**src/binary_to_decimal_ascii_assert.svh**
```systemverilog
`ifndef BINARY_TO_DECIMAL_ASCII_ASSERT_SVH
`define BINARY_TO_DECIMAL_ASCII_ASSERT_SVH

`ifndef SYNTHESIS

`define B2DA_ASSERT_HOLDS(lbl, expr) \
  lbl: assert property (@(posedge clk) disable iff (rst) (expr)) \
    else $error("assertion failed");

`define B2DA_ASSERT_IMPLIES(lbl, pre, post) \
  lbl: assert property (@(posedge clk) disable iff (rst) (pre) |-> (post)) \
    else $error("assertion failed");

`define B2DA_ASSERT_NEXT(lbl, pre, post) \
  lbl: assert property (@(posedge clk) disable iff (rst) (pre) |=> (post)) \
    else $error("assertion failed");

`else

`define B2DA_ASSERT_HOLDS(lbl, expr)
`define B2DA_ASSERT_IMPLIES(lbl, pre, post)
`define B2DA_ASSERT_NEXT(lbl, pre, post)

`endif

`endif

```
**src/b2da_pkg.sv**
```systemverilog
package b2da_pkg;

  localparam int VALUE_BITS      = 32;
  localparam int STEPS_PER_STAGE = 8;
  localparam int NUM_STAGES      = (VALUE_BITS + STEPS_PER_STAGE - 1) / STEPS_PER_STAGE;
  localparam int PAD_BITS        = NUM_STAGES * STEPS_PER_STAGE;
  localparam int MAX_DIGITS      = ((VALUE_BITS * 1233) >> 12) + 1;
  localparam int BCD_W           = 4 * MAX_DIGITS;
  localparam int IDX_W           = $clog2(MAX_DIGITS);
  localparam int CHAR_W          = 6;
  localparam int IN_TDATA_W      = 32;
  localparam int OUT_TDATA_W     = 8;

  localparam logic [CHAR_W-1:0] ASCII_ZERO = CHAR_W'(48);
  localparam logic [3:0]        DABBLE_MIN = 4'd5;
  localparam logic [3:0]        DABBLE_ADD = 4'd3;
  localparam logic [3:0]        DIGIT_MAX  = 4'd9;

  typedef struct packed {
    logic [BCD_W-1:0]    bcd;
    logic [PAD_BITS-1:0] bin;
  } work_t;

  function automatic work_t dabble_step(work_t w);
    work_t      r;
    logic [3:0] d;
    r = w;
    for (int i = 0; i < MAX_DIGITS; i++) begin
      d = r.bcd[4*i +: 4];
      if (d >= DABBLE_MIN) begin
        r.bcd[4*i +: 4] = d + DABBLE_ADD;
      end
    end
    {r.bcd, r.bin} = {r.bcd, r.bin} << 1;
    return r;
  endfunction

  function automatic logic digits_ok(logic [BCD_W-1:0] bcd);
    logic ok;
    ok = 1'b1;
    for (int i = 0; i < MAX_DIGITS; i++) begin
      if (bcd[4*i +: 4] > DIGIT_MAX) begin
        ok = 1'b0;
      end
    end
    return ok;
  endfunction

endpackage

```
**src/binary_to_decimal_ascii.sv**
```systemverilog
// Channel   Direction  tdata                                   tlast
// s_axis    in         value[31:0]                             -
// m_axis    out        digit_char[5:0], zero[7:6]              last_digit
//
// Four shift-and-adjust stages of eight steps each turn the value into BCD;
// an item can enter every cycle while the output side keeps up.
// The output serialiser sends one character per cycle while m_axis_tready is high, one to ten per item,
// and it takes the next item as the last character of the current one is accepted.
// A value passes through every stage register before the serialiser loads it.
// Reset is synchronous and clears the valid flags and the digit index; a stall on m_axis
// holds the serialiser, and each stage holds its item while the stage after it cannot take it.
module binary_to_decimal_ascii (
  input  logic                                 clk,
  input  logic                                 rst,
  input  logic                                 s_axis_tvalid,
  output logic                                 s_axis_tready,
  input  logic [b2da_pkg::IN_TDATA_W-1:0]      s_axis_tdata,  // value[31:0]
  output logic                                 m_axis_tvalid,
  input  logic                                 m_axis_tready,
  output logic [b2da_pkg::OUT_TDATA_W-1:0]     m_axis_tdata,  // digit_char[5:0], zero[7:6]
  output logic                                 m_axis_tlast
);
  import b2da_pkg::*;

  logic  st_valid [NUM_STAGES+1];
  logic  st_ready [NUM_STAGES+1];
  work_t st_data  [NUM_STAGES+1];

  assign st_valid[0]     = s_axis_tvalid;
  assign s_axis_tready   = st_ready[0];
  assign st_data[0].bcd  = '0;
  assign st_data[0].bin  = PAD_BITS'(s_axis_tdata[VALUE_BITS-1:0]);

  for (genvar g = 0; g < NUM_STAGES; g++) begin : g_stage
    b2da_dabble_stage u_stage (
      .clk       (clk),
      .rst       (rst),
      .in_valid  (st_valid[g]),
      .in_ready  (st_ready[g]),
      .in_data   (st_data[g]),
      .out_valid (st_valid[g+1]),
      .out_ready (st_ready[g+1]),
      .out_data  (st_data[g+1])
    );
  end

  b2da_serializer u_ser (
    .clk           (clk),
    .rst           (rst),
    .in_valid      (st_valid[NUM_STAGES]),
    .in_ready      (st_ready[NUM_STAGES]),
    .in_data       (st_data[NUM_STAGES]),
    .m_axis_tvalid (m_axis_tvalid),
    .m_axis_tready (m_axis_tready),
    .m_axis_tdata  (m_axis_tdata),
    .m_axis_tlast  (m_axis_tlast)
  );

endmodule

```
**src/b2da_dabble_stage.sv**
```systemverilog
`include "binary_to_decimal_ascii_assert.svh"

module b2da_dabble_stage (
  input  logic              clk,
  input  logic              rst,
  input  logic              in_valid,
  output logic              in_ready,
  input  b2da_pkg::work_t   in_data,
  output logic              out_valid,
  input  logic              out_ready,
  output b2da_pkg::work_t   out_data
);
  import b2da_pkg::*;

  logic  valid;
  work_t data;
  work_t data_next;

  always_comb begin
    data_next = in_data;
    for (int s = 0; s < STEPS_PER_STAGE; s++) begin
      data_next = dabble_step(data_next);
    end
  end

  assign in_ready  = !valid || out_ready;
  assign out_valid = valid;
  assign out_data  = data;

  always_ff @(posedge clk) begin
    if (rst) begin
      valid <= 1'b0;
    end else if (in_ready) begin
      valid <= in_valid;
    end
  end

  always_ff @(posedge clk) begin
    if (in_ready && in_valid) begin
      data <= data_next;
    end
  end

  `B2DA_ASSERT_IMPLIES(a_stage_bcd_valid, valid, digits_ok(data.bcd))
  `B2DA_ASSERT_NEXT(a_stage_fill, in_valid && in_ready, valid)
  `B2DA_ASSERT_NEXT(a_stage_hold, valid && !out_ready, valid && $stable(data))

endmodule

```
**src/b2da_serializer.sv**
```systemverilog
`include "binary_to_decimal_ascii_assert.svh"

module b2da_serializer (
  input  logic                                 clk,
  input  logic                                 rst,
  input  logic                                 in_valid,
  output logic                                 in_ready,
  input  b2da_pkg::work_t                      in_data,
  output logic                                 m_axis_tvalid,
  input  logic                                 m_axis_tready,
  output logic [b2da_pkg::OUT_TDATA_W-1:0]     m_axis_tdata,
  output logic                                 m_axis_tlast
);
  import b2da_pkg::*;

  logic             busy;
  logic [IDX_W-1:0] idx;
  logic [IDX_W-1:0] lead;
  logic [BCD_W-1:0] bcd;
  logic [3:0]       cur_digit;
  logic [CHAR_W-1:0] digit_char;
  logic             load;

  // The most significant non-zero digit opens the run; zero gives one digit.
  always_comb begin
    lead = '0;
    for (int i = 0; i < MAX_DIGITS; i++) begin
      if (in_data.bcd[4*i +: 4] != 4'd0) begin
        lead = IDX_W'(i);
      end
    end
  end

  assign cur_digit     = bcd[4*idx +: 4];
  assign digit_char    = ASCII_ZERO + {{(CHAR_W-4){1'b0}}, cur_digit};
  assign m_axis_tvalid = busy;
  assign m_axis_tlast  = (idx == '0);
  assign m_axis_tdata  = {{(OUT_TDATA_W-CHAR_W){1'b0}}, digit_char};
  assign in_ready      = !busy || (m_axis_tready && m_axis_tlast);
  assign load          = in_valid && in_ready;

  always_ff @(posedge clk) begin
    if (rst) begin
      busy <= 1'b0;
      idx  <= '0;
    end else if (load) begin
      busy <= 1'b1;
      idx  <= lead;
    end else if (busy && m_axis_tready) begin
      if (m_axis_tlast) begin
        busy <= 1'b0;
      end else begin
        idx <= idx - 1'b1;
      end
    end
  end

  always_ff @(posedge clk) begin
    if (load) begin
      bcd <= in_data.bcd;
    end
  end

  `B2DA_ASSERT_IMPLIES(a_ser_digit_range, busy, cur_digit <= DIGIT_MAX)
  `B2DA_ASSERT_NEXT(a_ser_leading_digit, load, idx == '0 || cur_digit != 4'd0)
  `B2DA_ASSERT_NEXT(a_ser_count_down, busy && m_axis_tready && !m_axis_tlast, busy && idx == $past(idx) - 1'b1)

endmodule

```
**config.mk**
```make
export PLATFORM = sky130hd
export DESIGN_NAME = binary_to_decimal_ascii
export DESIGN_NICKNAME = d
export VERILOG_FILES = /design/src/b2da_pkg.sv /design/src/binary_to_decimal_ascii.sv /design/src/b2da_dabble_stage.sv /design/src/b2da_serializer.sv
export VERILOG_INCLUDE_DIRS = /design/src /design/src/src
export SDC_FILE = /design/constraint.sdc
export NUM_CORES = 1
export LEC_CHECK = 0
export BUFFER_PORTS_ARGS = -buffer_cell sky130_fd_sc_hd__buf_2
export CAP_MARGIN = 20
export CORE_ASPECT_RATIO = 0.6
export CORE_MARGIN = 5
export CORE_UTILIZATION = 38
export DETAILED_ROUTE_END_ITERATION = 16
export PLACE_DENSITY = 0.58
export RECOVER_POWER = 100
export SKIP_LAST_GASP = 1
export SLEW_MARGIN = 10
export SYNTH_ARGS = -nofsm -noshare
export SYNTH_HDL_FRONTEND = slang
export SYNTH_SLANG_ARGS = --single-unit
```
**constraint.sdc**
```tcl
create_clock -name clk -period 6.5 [get_ports clk]
set_clock_uncertainty 0.15 [all_clocks]
set_input_delay 0.65 -clock clk [delete_from_list [all_inputs] [get_ports clk]]
set_output_delay 0.65 -clock clk [all_outputs]
set_load 0.05 [all_outputs]
```
# Yosys cells after proc, flatten, opt, wreduce, memory -nomap -nowiden
# Index checks and enable logic that the tools add are counted.
# Widths: inputs -> output; s select.
# word_totals
regBits	245
in_bits	36
out_inout_bits	11
elab_cells	860
# classes
addsub	267
order_cmp	265
n_eq_ne	1
n_shift	1
muxes	280
n_reduce_logical	31
# op_table
cell	n
$ge 4x3->1 const B	255
$mux 4	247
$add 4x2->4 const B	234
$mux 3	26
$add 3x2->3 const B	21
$shiftx 40x7->4	1
$reduce_bool 4->1	9
$add 1x2->3 const B	9
$ge 1x3->1 const B	9
$logic_and 1x1->1	7
$add 5x5->6 const A	1
$logic_not 1->1	5
$logic_or 1x1->1	5
$mux 1	5
$logic_not 4->1	1
$mux 2	2
$reduce_and 2->1	2
$reduce_bool 2->1	2
$sub 4x1->4 const B	1
$add 1x2->3 const AB	1
$ge 1x3->1 const AB	1
$ne 2x2->1 const B	1

# Longest topological paths before layout
# logic_depth
word_depth	16
ltp_mapped	40
mapped_depth_nobuf	39

# Hierarchy
# From an unflattened synthesis, not the netlist that was laid out.
# hier_totals
cells_unflattened	7309
area_unflattened_um2	54858.9
# modules_own_cells
module	n_inst	cells_per_inst	area_per_inst_um2	seq_area_each_um2
b2da_dabble_stage	4	1791	13197.7	1941.9
b2da_serializer	1	144	2064.5	1301.2
binary_to_decimal_ascii	1	1	3.8	0.0

# Least setup slack after synthesis
# No wires, ideal clock.
# synth_path
path_kind	flip-flop to flip-flop
start	reg g_stage[2].u_stage.data, in the netlist g_stage[2].u_stage.out_data[48]
end	reg g_stage[3].u_stage.data, in the netlist g_stage[3].u_stage.out_data[54] (data pin)
setup_ns	0.261
arrival_time_ns	6.579
required_time_ns	6.089
setup_slack_ns	-0.490
stages_incl_launch_ff	39
path_buffers	2
synth_period_minus_slack_ns	6.990
path_cell_list	edfxtp_1 ha_1 nand2b_1 a21oi_1 mux2_2 nor2_1 o21ai_0 o31a_1 ha_1 maj3_1 a221oi_1 o21ai_1 inv_1 ha_1 inv_1 o211ai_1 a22oi_1 o22a_1 [3 not listed] a21oi_1 o21ai_2 a21oi_2 or2_4 xnor2_4 inv_2 buf_4 ha_1 nor2_1 o21ai_0 o21ai_0 a211oi_1 a221oi_2 buf_2 nor2_1 a21oi_1 o22ai_1 a221o_1
# synth_lines
item	line	source
from (decl)	b2da_dabble_stage.sv:16	work_t data;
from (signal assigned)	b2da_dabble_stage.sv:40	data <= data_next;
to (signal assigned)	b2da_dabble_stage.sv:40	
to (decl)	b2da_dabble_stage.sv:16	

==> metrics.md <==
| Metric | Value |
|---|---|
| Vias in the first global route | `19900` |
| Clk sinks | `199` |
| Register area share after synthesis | `0.233` |
| DR pass1 iterations | `5` |
| RSZ-0062 raised after global routing | `true` |
| Routed WL per cell | `13.9 um` |
| CTS tree | `done` |
| HP Class | `in2reg` |
| Period utilization | `0.986` |
| Fmax achieved | `156 MHz` |
| Starting Density | `0.382` |
| Hold Violations, Final | `0` |
| Die area | `0.0718 mm2` |
| Nets | `3615` |
| Gate Count Post-Synth | `3080` |
| Yosys reg bits | `199` |
| Most frequent CP cell | `inv_1` |
| GPL Wtd Cong | `0.831` |
| Number of port buffers | `42` |
| Area Growth Syn to Fin | `25.7%` |
| Synth top area share | `0.226` |
| Tot GR Track Use | `0.152` |
| CTS Root Cell | `clkbuf_16` |
| Initial drt markers | `1788` |
| Via/cell ratio | `5.49` |
| Largest net degree at the start of global routing | `43` |
| Total gr overflow | `0` |
| Clk slew on worst S/H paths | `0.08 ns` |
| Routed WL | `60300 um` |
| Core Box Area | `0.0659 mm2` |
| Total negative slack | `0 ns` |
| Endpoint class of the critical path | `flop` |
| Ys flop type | `edfxtp_1` |
| Syn_area_per_cell | `8.19 um2` |
| CTS Buf Count | `17` |
| DRC violations left | `0` |
| Failing checks | `max-capacitance violations, max-slew violations` |
| Layout cells sized above 1 | `0.303` |
| Post-route ant nets | `0` |
| Footprint of the multi-input gates | `0.0202 mm2` |
| Clock Path Buffers | `2` |
| Hold_buf cts | `0` |
| Synth area leader | `edfxtp_1` |
| Max-slew headroom | `-0.866` |
| Max-Cap Viols | `5` |
| Crit Path Category | `reg2reg` |
| Slowest CP cell | `or4_1` |
| Clk Latency, worst-skew pair | `0.50 ns` |
| Initial antenna violation count | `0` |
| Top post-synthesis cells by area | `edfxtp_1 (23%), ha_1 (7.4%), a21oi_1 (4.6%), nor2_1 (4.0%), o21ai_0 (3.9%)` |
| R2R setup slack | `0.09 ns` |
| DIE WIDTH | `343 um` |
| DP HPWL | `43000 um` |
| Register Area | `0.00589 mm2` |
| EDFF count, synth | `190` |
| Yosys warns | `0` |
| Post-Route Utilization | `0.481` |
| Yosys cell types | `137` |
| Worst path arrival time | `6.61 ns` |
| Final setup vio count | `0` |
| Worst Tran Pin Value | `2.80 ns` |
| Max Slew Vio Count | `154` |
| Final antenna diode count | `0` |
| Slowest Stage Delay on Critical Path | `0.54 ns` |
| Die height | `210 um` |
| Via Count | `23800` |
| CP Max Fanout | `5` |
| Core Rows | `73` |
| Tmin final | `6.41 ns` |
| Status | `complete, but fails checks` |
| Cell area after synthesis | `0.0252 mm2` |
| First-pass GRT wire length | `95900 um` |
| Worst Setup Start Kind | `flop` |
| Async set-reset flop share out of synthesis | `0` |
| # fillers | `6214` |
| # IOs | `47` |
| # H-tree levels | `4` |
| Critical path required time | `6.70 ns` |
==> repair_timing <==
| action | 4_1_cts | 5_1_grt |
|---|---|---|
| hold endpoints to repair | 0 | 0 |
| pin swaps | 7 | 176 |
| setup buffers | 8 | 127 |
| setup endpoints to repair | 34 | 76 |
| resized for setup | 21 | 421 |
==> critical path, delay by kind of cell (launching register included) <==
kind	cells	cell delay (ns)
XOR/XNOR	1	0.15
flip-flops	1	0.43
adder cells (fa/ha/maj)	5	1.03
AND/OR/NAND/NOR	8	1.72
AO/OA/AOI/OAI	11	2.20
buffers and inverters	5	0.56
==> path summary, 6_finish.rpt <==
check | startpoint | end | cells after the start
setup / recovery | g_stage[0].u_stage.out_data[36] | g_stage[1].u_stage.out_data[37] | 30
hold / removal | s_axis_tdata[13] | g_stage[0].u_stage.out_data[21] | 1
hold reg to reg | g_stage[0].u_stage.out_data[10] | g_stage[1].u_stage.out_data[18] | 0
setup reg to reg | g_stage[0].u_stage.out_data[36] | g_stage[1].u_stage.out_data[37] | 30
==> kinds of logic (layout without fill, tap and decap cells) <==
kind of cell               count (synthesis)  after routing  share of synthesized area
AOI/OAI and AO/OA                       1136           1136                      0.319
DFF                                      199            199                      0.233
adders and majority gates                153            153                     0.0756
and+or+nand+nor                          978            978                      0.193
buffers and inverters                    318            678                     0.0497
xor gates and xnor gates                 134            134                     0.0545
other                                      2              4                   0.000298
muxes                                    160            160                     0.0740
==> layout by cell type, fill, tap and decap left out, types with 37 or more instances in the layout <==
cell type	netlist	final
a211oi_1	61	38
a21o_1	47	47
a21oi_1	232	197
buf_4	9	356
edfxtp_1	190	190
ha_1	150	85
ha_2	0	38
inv_1	222	182
inv_2	13	53
mux2_2	42	37
mux2i_1	90	81
nand2_1	228	223
nand2b_1	73	64
nand3_1	76	73
nor2_1	270	253
nor3_1	79	67
o211ai_1	45	45
o21a_1	38	38
o21ai_0	196	175
o21ai_1	51	56
xnor2_1	82	60
==> layout make-up <==
class	count	area share
clock inverter	15	0.00636
inverter	237	0.0281
timing repair buffer	409	0.0934
clock buffer	17	0.0134
multi-input combinational	2565	0.637
sequential	199	0.186
tap	900	0.0355
==> stage by stage <==
step / instances / instance area [um2] / hold slack, ns / setup slack [ns]
final: 4342 / 31700 / 0.170 / 0.0917
after global routing: 4342 / 31700 / 0.126 / -0.228
after CTS: 4215 / 29000 / 0.115 / -0.00111
after detailed placement: 4175 / 28200 / 0.255 / -0.188
after global placement: 4175 / 28200 / 0.250 / -0.161
after floorplan: 3082 / 25400 / 0.250 / -0.0110
==> layer usage <==
metal,GRT usage,part of all wire,routed length (um),vias up
li1,-,-,-,12400
met1,0.257,0.56,33700,11000
met2,0.198,0.39,23700,477
met3,0.0249,0.040,2440,27
met4,0.0257,0.0069,418,0
met5,0,0,0,-
==> cells in the mapped netlist, types with 19 or more instances <==
| cell | instances |
|---|---|
| o21ai_0 | 196 |
| clkbuf_1 | 50 |
| nor2_1 | 270 |
| o211ai_1 | 45 |
| a21o_1 | 47 |
| and2_1 | 34 |
| mux2i_1 | 90 |
| nor2b_1 | 33 |
| nand3_1 | 76 |
| a211oi_1 | 61 |
| nand2b_1 | 73 |
| or2_2 | 27 |
| o22ai_1 | 38 |
| inv_1 | 222 |
| a211o_1 | 19 |
| xnor2_1 | 82 |
| xor2_1 | 30 |
| a31oi_1 | 40 |
| edfxtp_1 | 190 |
| o21a_1 | 38 |
| a21oi_1 | 232 |
| o21ai_1 | 51 |
| nor3_1 | 79 |
| o31ai_1 | 25 |
| ha_1 | 150 |
| mux2_2 | 42 |
| nand2_1 | 228 |
| o211a_1 | 22 |
==> sequential cells by signal, summed over array words and instances (netlist names) <==
| signal | flops |
|---|---|
| g_stage.u_stage.out_data | 150 |
| u_ser.bcd | 40 |
| g_stage.u_stage.out_valid | 4 |
| u_ser.idx | 4 |
| u_ser.m_axis_tvalid | 1 |
Power is not shown: default switching activity piles up to over one toggle a cycle in this logic, so the estimate is an artifact.
